$ cat src/rtl/core/chb_pkg.sv
`timescale 1ns / 1ps
package chb_pkg;

  localparam int MAX_SYMBOLS     = 256;
  localparam int MAX_CODE_LENGTH = 16;
  localparam int NUM_LENGTHS     = 16;

  localparam logic [16:0] CODE_SAT = 17'h1FFFF;
  localparam logic [8:0]  EMIT_SAT = 9'd511;

  typedef struct packed {
    logic [7:0] table_byte;
    logic       start_req;
  } in_item_t;

  typedef struct packed {
    logic [7:0]  symbol;
    logic [4:0]  code_length;
    logic [15:0] code;
    logic        last;
    logic        error;
  } out_item_t;

  // lowest used length above 'from', zero when there is none
  function automatic logic [4:0] next_used(input logic [NUM_LENGTHS-1:0] nz,
                                           input logic [4:0] from);
    logic [4:0] res;
    res = '0;
    for (int i = NUM_LENGTHS - 1; i >= 0; i--) begin
      if (nz[i] && ((5'(i) + 5'd1) > from)) begin
        res = 5'(i + 1);
      end
    end
    return res;
  endfunction

endpackage

$ cat src/rtl/core/chb_in_if.sv
`timescale 1ns / 1ps
interface chb_in_if;
  logic               valid;
  logic               ready;
  chb_pkg::in_item_t  data;

  modport source (output valid, output data, input ready);
  modport sink (input valid, input data, output ready);
endinterface

$ cat src/rtl/core/chb_out_if.sv
`timescale 1ns / 1ps
interface chb_out_if;
  logic               valid;
  logic               ready;
  chb_pkg::out_item_t data;

  modport source (output valid, output data, input ready);
  modport sink (input valid, input data, output ready);
endinterface

$ cat src/rtl/core/chb_engine.sv
`timescale 1ns / 1ps
module chb_engine (
  input  logic               clk,
  input  logic               rst_n,
  input  logic               fire,
  input  chb_pkg::in_item_t  item,
  output logic               res_valid,
  output chb_pkg::out_item_t res
);

  localparam int NL = chb_pkg::NUM_LENGTHS;

  logic              in_phase_r, in_phase_nxt;
  logic [3:0]        pos_r, pos_nxt;
  logic [7:0]        counts_r [NL];
  logic [7:0]        counts_nxt [NL];
  logic [NL-1:0]     nz_r, nz_nxt;
  logic [11:0]       sum_r, sum_nxt;
  logic [11:0]       rem_r, rem_nxt;
  logic [8:0]        emitted_r, emitted_nxt;
  logic [4:0]        cur_len_r, cur_len_nxt;
  logic [7:0]        left_r, left_nxt;
  logic [16:0]       code_r, code_nxt;

  logic              start;
  logic              phase;
  logic [3:0]        pos;
  logic [4:0]        len;
  logic [4:0]        len_step;
  logic [31:0]       shifted;
  logic [11:0]       rem_dec;
  logic [7:0]        left_dec;
  logic [16:0]       code_inc;

  always_comb begin
    in_phase_nxt = in_phase_r;
    pos_nxt      = pos_r;
    counts_nxt   = counts_r;
    nz_nxt       = nz_r;
    sum_nxt      = sum_r;
    rem_nxt      = rem_r;
    emitted_nxt  = emitted_r;
    cur_len_nxt  = cur_len_r;
    left_nxt     = left_r;
    code_nxt     = code_r;
    res_valid    = 1'b0;
    res          = '0;
    len          = '0;
    len_step     = '0;
    shifted      = '0;
    rem_dec      = rem_r - 12'd1;
    left_dec     = (left_r != 8'd0) ? left_r - 8'd1 : left_r;
    code_inc     = (code_r < chb_pkg::CODE_SAT) ? code_r + 17'd1 : code_r;

    start = fire && item.start_req;
    phase = start ? 1'b0 : in_phase_r;
    pos   = start ? 4'd0 : pos_r;

    if (fire) begin
      if (!phase) begin
        counts_nxt[pos] = item.table_byte;
        nz_nxt[pos]     = |item.table_byte;
        if (pos == 4'(NL - 1)) begin
          rem_nxt      = sum_r + {4'b0, item.table_byte};
          emitted_nxt  = '0;
          code_nxt     = '0;
          len          = chb_pkg::next_used(nz_nxt, 5'd0);
          cur_len_nxt  = len;
          left_nxt     = (len != 5'd0) ? counts_nxt[4'(len - 5'd1)] : 8'd0;
          in_phase_nxt = 1'b1;
          pos_nxt      = 4'd0;
        end else begin
          sum_nxt      = (pos == 4'd0) ? {4'b0, item.table_byte}
                                       : sum_r + {4'b0, item.table_byte};
          pos_nxt      = pos + 4'd1;
          in_phase_nxt = 1'b0;
        end
      end else if (rem_r != 12'd0 && cur_len_r != 5'd0) begin
        res_valid        = 1'b1;
        res.symbol       = item.table_byte;
        res.code_length  = cur_len_r;
        res.code         = code_r[15:0];
        res.last         = (rem_r == 12'd1);
        res.error        = ((code_r >> cur_len_r) != 17'd0)
                        || (emitted_r >= 9'(chb_pkg::MAX_SYMBOLS))
                        || (cur_len_r > 5'(chb_pkg::MAX_CODE_LENGTH));

        emitted_nxt = (emitted_r < chb_pkg::EMIT_SAT) ? emitted_r + 9'd1 : emitted_r;
        rem_nxt     = rem_dec;
        code_nxt    = code_inc;
        left_nxt    = left_dec;

        // move on to the next used length, code shifts by the lengths skipped
        if (left_dec == 8'd0 && rem_dec != 12'd0) begin
          len = chb_pkg::next_used(nz_r, cur_len_r);
          if (len != 5'd0) begin
            len_step    = len - cur_len_r;
            shifted     = {15'b0, code_inc} << len_step;
            code_nxt    = (|shifted[31:17]) ? chb_pkg::CODE_SAT : shifted[16:0];
            cur_len_nxt = len;
            left_nxt    = counts_r[4'(len - 5'd1)];
          end
        end
      end
    end
  end

  always_ff @(posedge clk) begin
    if (!rst_n) begin
      in_phase_r <= 1'b0;
      pos_r      <= '0;
      rem_r      <= '0;
      emitted_r  <= '0;
      cur_len_r  <= '0;
      left_r     <= '0;
      code_r     <= '0;
    end else begin
      in_phase_r <= in_phase_nxt;
      pos_r      <= pos_nxt;
      rem_r      <= rem_nxt;
      emitted_r  <= emitted_nxt;
      cur_len_r  <= cur_len_nxt;
      left_r     <= left_nxt;
      code_r     <= code_nxt;
    end
  end

  // length counts and their running sum are always written before use
  always_ff @(posedge clk) begin
    counts_r <= counts_nxt;
    nz_r     <= nz_nxt;
    sum_r    <= sum_nxt;
  end

endmodule

$ cat src/rtl/core/chb_out_buf.sv
`timescale 1ns / 1ps
module chb_out_buf (
  input  logic               clk,
  input  logic               rst_n,
  input  logic               push,
  input  chb_pkg::out_item_t item,
  output logic               can_take,
  chb_out_if.source          out_chan
);

  logic               main_v_r, main_v_nxt;
  logic               skid_v_r, skid_v_nxt;
  chb_pkg::out_item_t main_d_r, main_d_nxt;
  chb_pkg::out_item_t skid_d_r, skid_d_nxt;
  logic               pop;

  assign pop            = main_v_r && out_chan.ready;
  assign out_chan.valid = main_v_r;
  assign out_chan.data  = main_d_r;
  assign can_take       = !skid_v_r;

  always_comb begin
    main_v_nxt = main_v_r;
    main_d_nxt = main_d_r;
    skid_v_nxt = skid_v_r;
    skid_d_nxt = skid_d_r;
    if (pop) begin
      main_v_nxt = 1'b0;
    end
    if (skid_v_r && !main_v_nxt) begin
      main_v_nxt = 1'b1;
      main_d_nxt = skid_d_r;
      skid_v_nxt = 1'b0;
    end
    if (push) begin
      if (!main_v_nxt) begin
        main_v_nxt = 1'b1;
        main_d_nxt = item;
      end else begin
        skid_v_nxt = 1'b1;
        skid_d_nxt = item;
      end
    end
  end

  always_ff @(posedge clk) begin
    if (!rst_n) begin
      main_v_r <= 1'b0;
      skid_v_r <= 1'b0;
    end else begin
      main_v_r <= main_v_nxt;
      skid_v_r <= skid_v_nxt;
    end
  end

  always_ff @(posedge clk) begin
    main_d_r <= main_d_nxt;
    skid_d_r <= skid_d_nxt;
  end

endmodule

$ cat src/rtl/core/canonical_huffman_code_builder_core.sv
`timescale 1ns / 1ps
// a symbol byte's result goes to out_chan through the registered output buffer
// throughput: one table byte per cycle while ready is high; count and surplus bytes give no result
// the code table state updates in the cycle of each transfer; a two-entry output
// buffer holds results, in_chan.ready drops only while both entries are full
// reset clears the phase, counters and code; stored length counts are not cleared
module canonical_huffman_code_builder_core (
  input  logic      clk,
  input  logic      rst_n,
  chb_in_if.sink    in_chan,
  chb_out_if.source out_chan
);

  logic               fire;
  logic               can_take;
  logic               res_valid;
  chb_pkg::out_item_t res;

  assign in_chan.ready = can_take;
  assign fire          = in_chan.valid && can_take;

  chb_engine u_engine (
    .clk       (clk),
    .rst_n     (rst_n),
    .fire      (fire),
    .item      (in_chan.data),
    .res_valid (res_valid),
    .res       (res)
  );

  chb_out_buf u_out_buf (
    .clk      (clk),
    .rst_n    (rst_n),
    .push     (res_valid),
    .item     (res),
    .can_take (can_take),
    .out_chan (out_chan)
  );

endmodule

$ cat src/flat_wrapper.sv
// flat-port wrapper written by rule: the top's interface ports become plain ports
module canonical_huffman_code_builder_core_flat 
  (clk, rst_n, in_chan_valid, in_chan_data, in_chan_ready, out_chan_valid, out_chan_data, out_chan_ready);
  chb_in_if in_chan_i ();
  chb_out_if out_chan_i ();
  input  logic clk;
  input  logic rst_n;
  input wire logic [$bits(in_chan_i.valid)-1:0] in_chan_valid;
  input wire logic [$bits(in_chan_i.data)-1:0] in_chan_data;
  output wire logic [$bits(in_chan_i.ready)-1:0] in_chan_ready;
  output wire logic [$bits(out_chan_i.valid)-1:0] out_chan_valid;
  output wire logic [$bits(out_chan_i.data)-1:0] out_chan_data;
  input wire logic [$bits(out_chan_i.ready)-1:0] out_chan_ready;
  assign in_chan_i.valid = in_chan_valid;
  assign in_chan_i.data = in_chan_data;
  assign in_chan_ready = in_chan_i.ready;
  assign out_chan_valid = out_chan_i.valid;
  assign out_chan_data = out_chan_i.data;
  assign out_chan_i.ready = out_chan_ready;
  canonical_huffman_code_builder_core u_core (.clk(clk), .rst_n(rst_n), .in_chan(in_chan_i), .out_chan(out_chan_i));
endmodule
$ cat config.mk
export PLATFORM = sky130hd
export DESIGN_NAME = canonical_huffman_code_builder_core_flat
export DESIGN_NICKNAME = d
export VERILOG_FILES = /design/src/rtl/core/chb_pkg.sv /design/src/rtl/core/chb_in_if.sv /design/src/rtl/core/chb_out_if.sv /design/src/rtl/core/chb_engine.sv /design/src/rtl/core/chb_out_buf.sv /design/src/rtl/core/canonical_huffman_code_builder_core.sv /design/src/flat_wrapper.sv
export SDC_FILE = /design/constraint.sdc
export NUM_CORES = 1
export LEC_CHECK = 0
export BUFFER_PORTS_ARGS = -buffer_cell sky130_fd_sc_hd__buf_2
export CAP_MARGIN = 20
export CELL_PAD_IN_SITES_DETAIL_PLACEMENT = 0
export CELL_PAD_IN_SITES_GLOBAL_PLACEMENT = 1
export CORE_MARGIN = 8
export CORE_UTILIZATION = 45
export DETAILED_ROUTE_END_ITERATION = 7
export GPL_TIMING_DRIVEN = 0
export PLACE_DENSITY_LB_ADDON = 0.1
export SETUP_SLACK_MARGIN = 0.2
export SLEW_MARGIN = 5
export SYNTH_ARGS = -nofsm -noshare
export SYNTH_HDL_FRONTEND = slang
export SYNTH_SLANG_ARGS = --single-unit
$ cat constraint.sdc
create_clock -name clk -period 7.2 [get_ports clk]
set_input_delay 1.8 -clock clk [delete_from_list [all_inputs] [get_ports clk]]
set_output_delay 1.8 -clock clk [all_outputs]
set_load 0.005 [all_outputs]
==> results.txt <==
----------------------------------------------------
[Logic synthesis]
  Cell taking the most area after synthesis ... sky130_fd_sc_hd__edfxtp_1
  Post-synth top flop ... sky130_fd_sc_hd__edfxtp_1
  Proportion of netlist area held by the largest area contributor ... approximately 30%
  Leading post-synthesis cells by instance count ... sky130_fd_sc_hd__nor2_1 (262), sky130_fd_sc_hd__nand2_1 (198), sky130_fd_sc_hd__edfxtp_1 (187), sky130_fd_sc_hd__mux2_2 (130), sky130_fd_sc_hd__a21oi_1 (109)
  Average size of a mapped cell ... a little over 9 sq um
  Cells after Synth ... about 2000
  Ys async rst share ... 0%
  Seq/Total Area, Yosys ... 39.5%
  Library cells used by synthesis ... a little over 100
  Count of flip-flops with a built-in enable after synthesis ... 187
  Flip-flop and latch count after synthesis ... between 200 and 300
  Net count after synthesis ... just over 2000
  Synth top area cells ... sky130_fd_sc_hd__edfxtp_1 (30%), sky130_fd_sc_hd__dfxtp_1 (9.5%), sky130_fd_sc_hd__mux2_2 (7.8%)
  Post-Syn Area ... 18700 sq um
  Yosys warning total ... 0
  Most common cell in the netlist ... sky130_fd_sc_hd__nor2_1

[Placement]
  Number of cells in the design after placement ... about 2600
  Post-place instance area ... roughly 20000 sq um
  Port Buffer Count ... 44
  HPWL reported at the end of detailed placement ... between 50000 and 60000 um
  Final GP Congestion ... ~0.98
  Worst setup slack before clock tree synthesis ... -1.69 ns

[Global routing]
  Overall global routing resource usage ... approximately 28%
  Antenna violations before repair ... 1
  Maximum number of pins on one net before global-route repair ... 40
  Met1 routing resource usage after global routing ... between 40% and 50%
  First-pass GRT wire length ... ~100000 um
  Met2 Resource Use GR ... about two fifths
  Most utilized layer in the global route result ... met1
  Global Route met3 Usage ... under 10%
  Vias in the first global route ... between 15000 and 20000
  Total overflow reported by the global router ... 0

[Timing]
  Relative slew slack ... 28.3%
  Post-route fraction of the period consumed by the critical path ... between 90% and 100%
  Final-layout setup total negative slack ... 0 ns
  Setup ws final ... 0.293 ns
  Max Slew Vio Count ... 0
  Slew at the pin closest to its max-slew limit ... between 1 and 1.5 ns
  Setup Skew ... approximately 0.024 ns
  Top achievable clock speed ... 145 MHz
  Number of failing hold endpoints at the final stage ... 0
  Setup violators final ... 0
  RSZ-0062 raised after global routing ... no
  Final period demand of the worst path ... ~6.9 ns

[Worst setup path]
  Most Frequent Cell on Critical Path ... sky130_fd_sc_hd__buf_2
  CP max stage cell ... sky130_fd_sc_hd__fa_1
  Worst-path cell chain ... buf_2, buf_2, o21ai_0, and2_1, a221oi_1, o211ai_1, nand2b_1, clkinv_1, buf_2, ha_1, fa_1, buf_2, buf_2, clkbuf_2, clkbuf_2, nor4_1, o21ai_0, o2111ai_1, a211oi_1, a32oi_4, a21oi_1, o21ai_1
  CP endpoint kind ... flip-flop
  Data arrival, critical path ... about 7.3 ns
  Slowest cell delay on critical path ... between 0.6 and 0.7 ns
  Critical path fanouts, max ... 11
  Worst Path Required ... around 7.6 ns
  Flop-to-flop setup slack ... a little under 0.3 ns
  Startpoint class of the critical path ... flip-flop
  Crit path kind ... reg -> reg

[Clocking]
  Number of hold-repair buffers added at the cts stage ... 0
  Clk sink count ... about 280
  Clock latency of the later-clocked register in the worst-skew pair ... 0.56 ns
  H-tree levels ... 2
  Clock tree from TritonCTS ... yes
  TritonCTS Buffers ... 34
  Clock slew at reported path FFs ... ~0.06 ns
  Maximum clock path buffer count ... 3
  Library cell used as clock root buffer ... sky130_fd_sc_hd__clkbuf_16

[Floorplanning]
  Chip width ... between 200 and 250 um
  Std cell rows ... 74
  Die Height ... ~220 um
  Total die area ... between 40000 and 50000 sq um
  Starting density of the core ... a little under half
  Number of top-level pins ... 46
  Core footprint ... 40900 sq um

[Detailed routing]
  Total via count after detailed routing ... 17000
  First-pass detailed-route iteration total ... 5
  Number of remaining DRC errors ... 0
  Initial drt markers ... approximately 2000
  Routed via count divided by cell count ... roughly 6.3
  DRT Wirelength ... between 60000 and 70000 um
  Number of antenna-violating nets in the routed design ... 0
  Average wire per cell in the routed design ... 26.0 um

[Hold path]
  Type of the most critical hold path ... reg -> reg

[Power and ir drop]
  Internal power summed over all cells ... a little over 3000 uW
  Relative contribution of sequential cells to total power ... between 40% and 50%
  Static leakage power ... a little over 0.008 uW
  Net load switching power ... 1240 uW
  P per Cell Area ... slightly above 200 nW/um^2
  Proportion of power drawn by combinational gates ... around 18%
  Clock Power Share ... 40.0%
  Worst IR Drop VDD ... between 0.15 and 0.2 mV
  Net Sw Frac ... 29.1%

[Outcome]
  Status ... finished, final reports clean

[Layout]
  Fraction of final layout cells sized beyond drive strength 1 ... around 18%
  Net total in the final layout ... around 2200
  Final Non-Filler Cells ... approximately 2700
  Share of the core filled with cells in the final layout ... a little over 50%
  Final Instance Area ... about 21000 sq um
  Layout Area Growth over Synthesis ... 12.0%

[Flow run]
  Total of max-cap violations ... 0

----------------------------------------------------
-- cell type report --
| class | count | area, sq um |
|---|---|---|
| Inverter | 52 | 199 |
| Antenna cell | 2 | 5.00 |
| Multi-Input combinational cell | 1553 | 10500 |
| Fill cell | 3922 | 20000 |
| Timing Repair Buffer | 56 | 385 |
| Buffer | 156 | 759 |
| Tap cell | 532 | 666 |
| Sequential cell | 276 | 7400 |
| Clock inverter | 18 | 153 |
| Clock buffer | 43 | 926 |
-- cells by family after synthesis --
kind of cell             synth area share, %
AND/OR/NAND/NOR                         19.5
AO/OA/AOI/OAI                           17.5
flip-flops                              39.5
multiplexers                            14.7
buffers and inverters                   4.94
XOR/XNOR                                2.03
adder cells (fa/ha/maj)                 1.82
-- registers in the layout (all words and copies together) (netlist names) --
signal	cells
u_core.u_engine.counts_r	128
u_core.u_out_buf.out_chan.data	31
u_core.u_out_buf.skid_d_r	31
u_core.u_engine.code_r	17
u_core.u_engine.nz_r	16
u_core.u_engine.rem_r	12
u_core.u_engine.sum_r	12
u_core.u_engine.emitted_r	9
u_core.u_engine.left_r	8
u_core.u_engine.cur_len_r	5
u_core.u_engine.pos_r	4
u_core.u_engine.in_phase_r	1
u_core.u_out_buf.out_chan.valid	1
u_core.u_out_buf.skid_v_r	1
-- cell usage in the layout (no fill, tap or decap), types with 35 or more instances in the layout --
cell type,instances
sky130_fd_sc_hd__nor2_1,259
sky130_fd_sc_hd__nand2_1,195
sky130_fd_sc_hd__edfxtp_1,187
sky130_fd_sc_hd__mux2_2,130
sky130_fd_sc_hd__a21oi_1,109
sky130_fd_sc_hd__o21ai_0,105
sky130_fd_sc_hd__mux2i_1,105
sky130_fd_sc_hd__buf_2,93
sky130_fd_sc_hd__dfxtp_1,89
sky130_fd_sc_hd__clkbuf_1,83
sky130_fd_sc_hd__nor3_1,66
sky130_fd_sc_hd__inv_1,45
sky130_fd_sc_hd__nand3_1,35
sky130_fd_sc_hd__clkbuf_16,35
-- worst paths after layout --
check                           depth (start not counted)                    startpoint                           end
worst max-delay path                                   22  u_core.u_engine.cur_len_r[3]    u_core.u_engine.code_r[10]
worst min-delay path                                    2  u_core.u_engine.emitted_r[6]  u_core.u_engine.emitted_r[6]
worst max register to register                         22  u_core.u_engine.cur_len_r[3]    u_core.u_engine.code_r[10]
worst min register to register                          2  u_core.u_engine.emitted_r[6]  u_core.u_engine.emitted_r[6]
-- repair_timing --
item                                   in CTS  in global routing
setup endpoints to repair                  16                 25
setup buffers                               1                  2
resized for setup                          25                 12
pin swaps                                   1                  2
endpoints found under the hold margin       0                  0
-- worst max-delay path: cells and delay by family (launching register included) --
family / cells / cell delay, ns
compound gates: 9 / 2.76
fa+ha+maj: 2 / 0.95
buf+inv: 8 / 2.24
flops: 1 / 0.30
simple gates: 3 / 0.52
-- per-layer routing --
layer  vias up  share of wire [%]  wire (um)
met5         -                  0          0
met4         0                2.2       1570
met3        96                9.7       6810
met2       803                 42      29700
met1      8383                 46      31800
li1       7752                  -          -
-- metrics by stage --
stage	hold slack [ns]	power, uW
2_1_floorplan	0.454	2310
3_3_place_gp	0.467	2550
3_5_place_dp	0.488	2560
4_1_cts	0.496	4260
5_1_grt	0.529	4390
6_report	0.488	4260
-- power by group through the flow --
stage | clock network, uW | registers (uW) | logic [uW]
2_1_floorplan | 0 | 1820 | 490
3_3_place_gp | 0 | 1830 | 725
3_5_place_dp | 0 | 1830 | 731
4_1_cts | 1730 | 1790 | 741
5_1_grt | 1780 | 1800 | 806
6_report | 1700 | 1790 | 760
(Power assumes the default switching activity.)
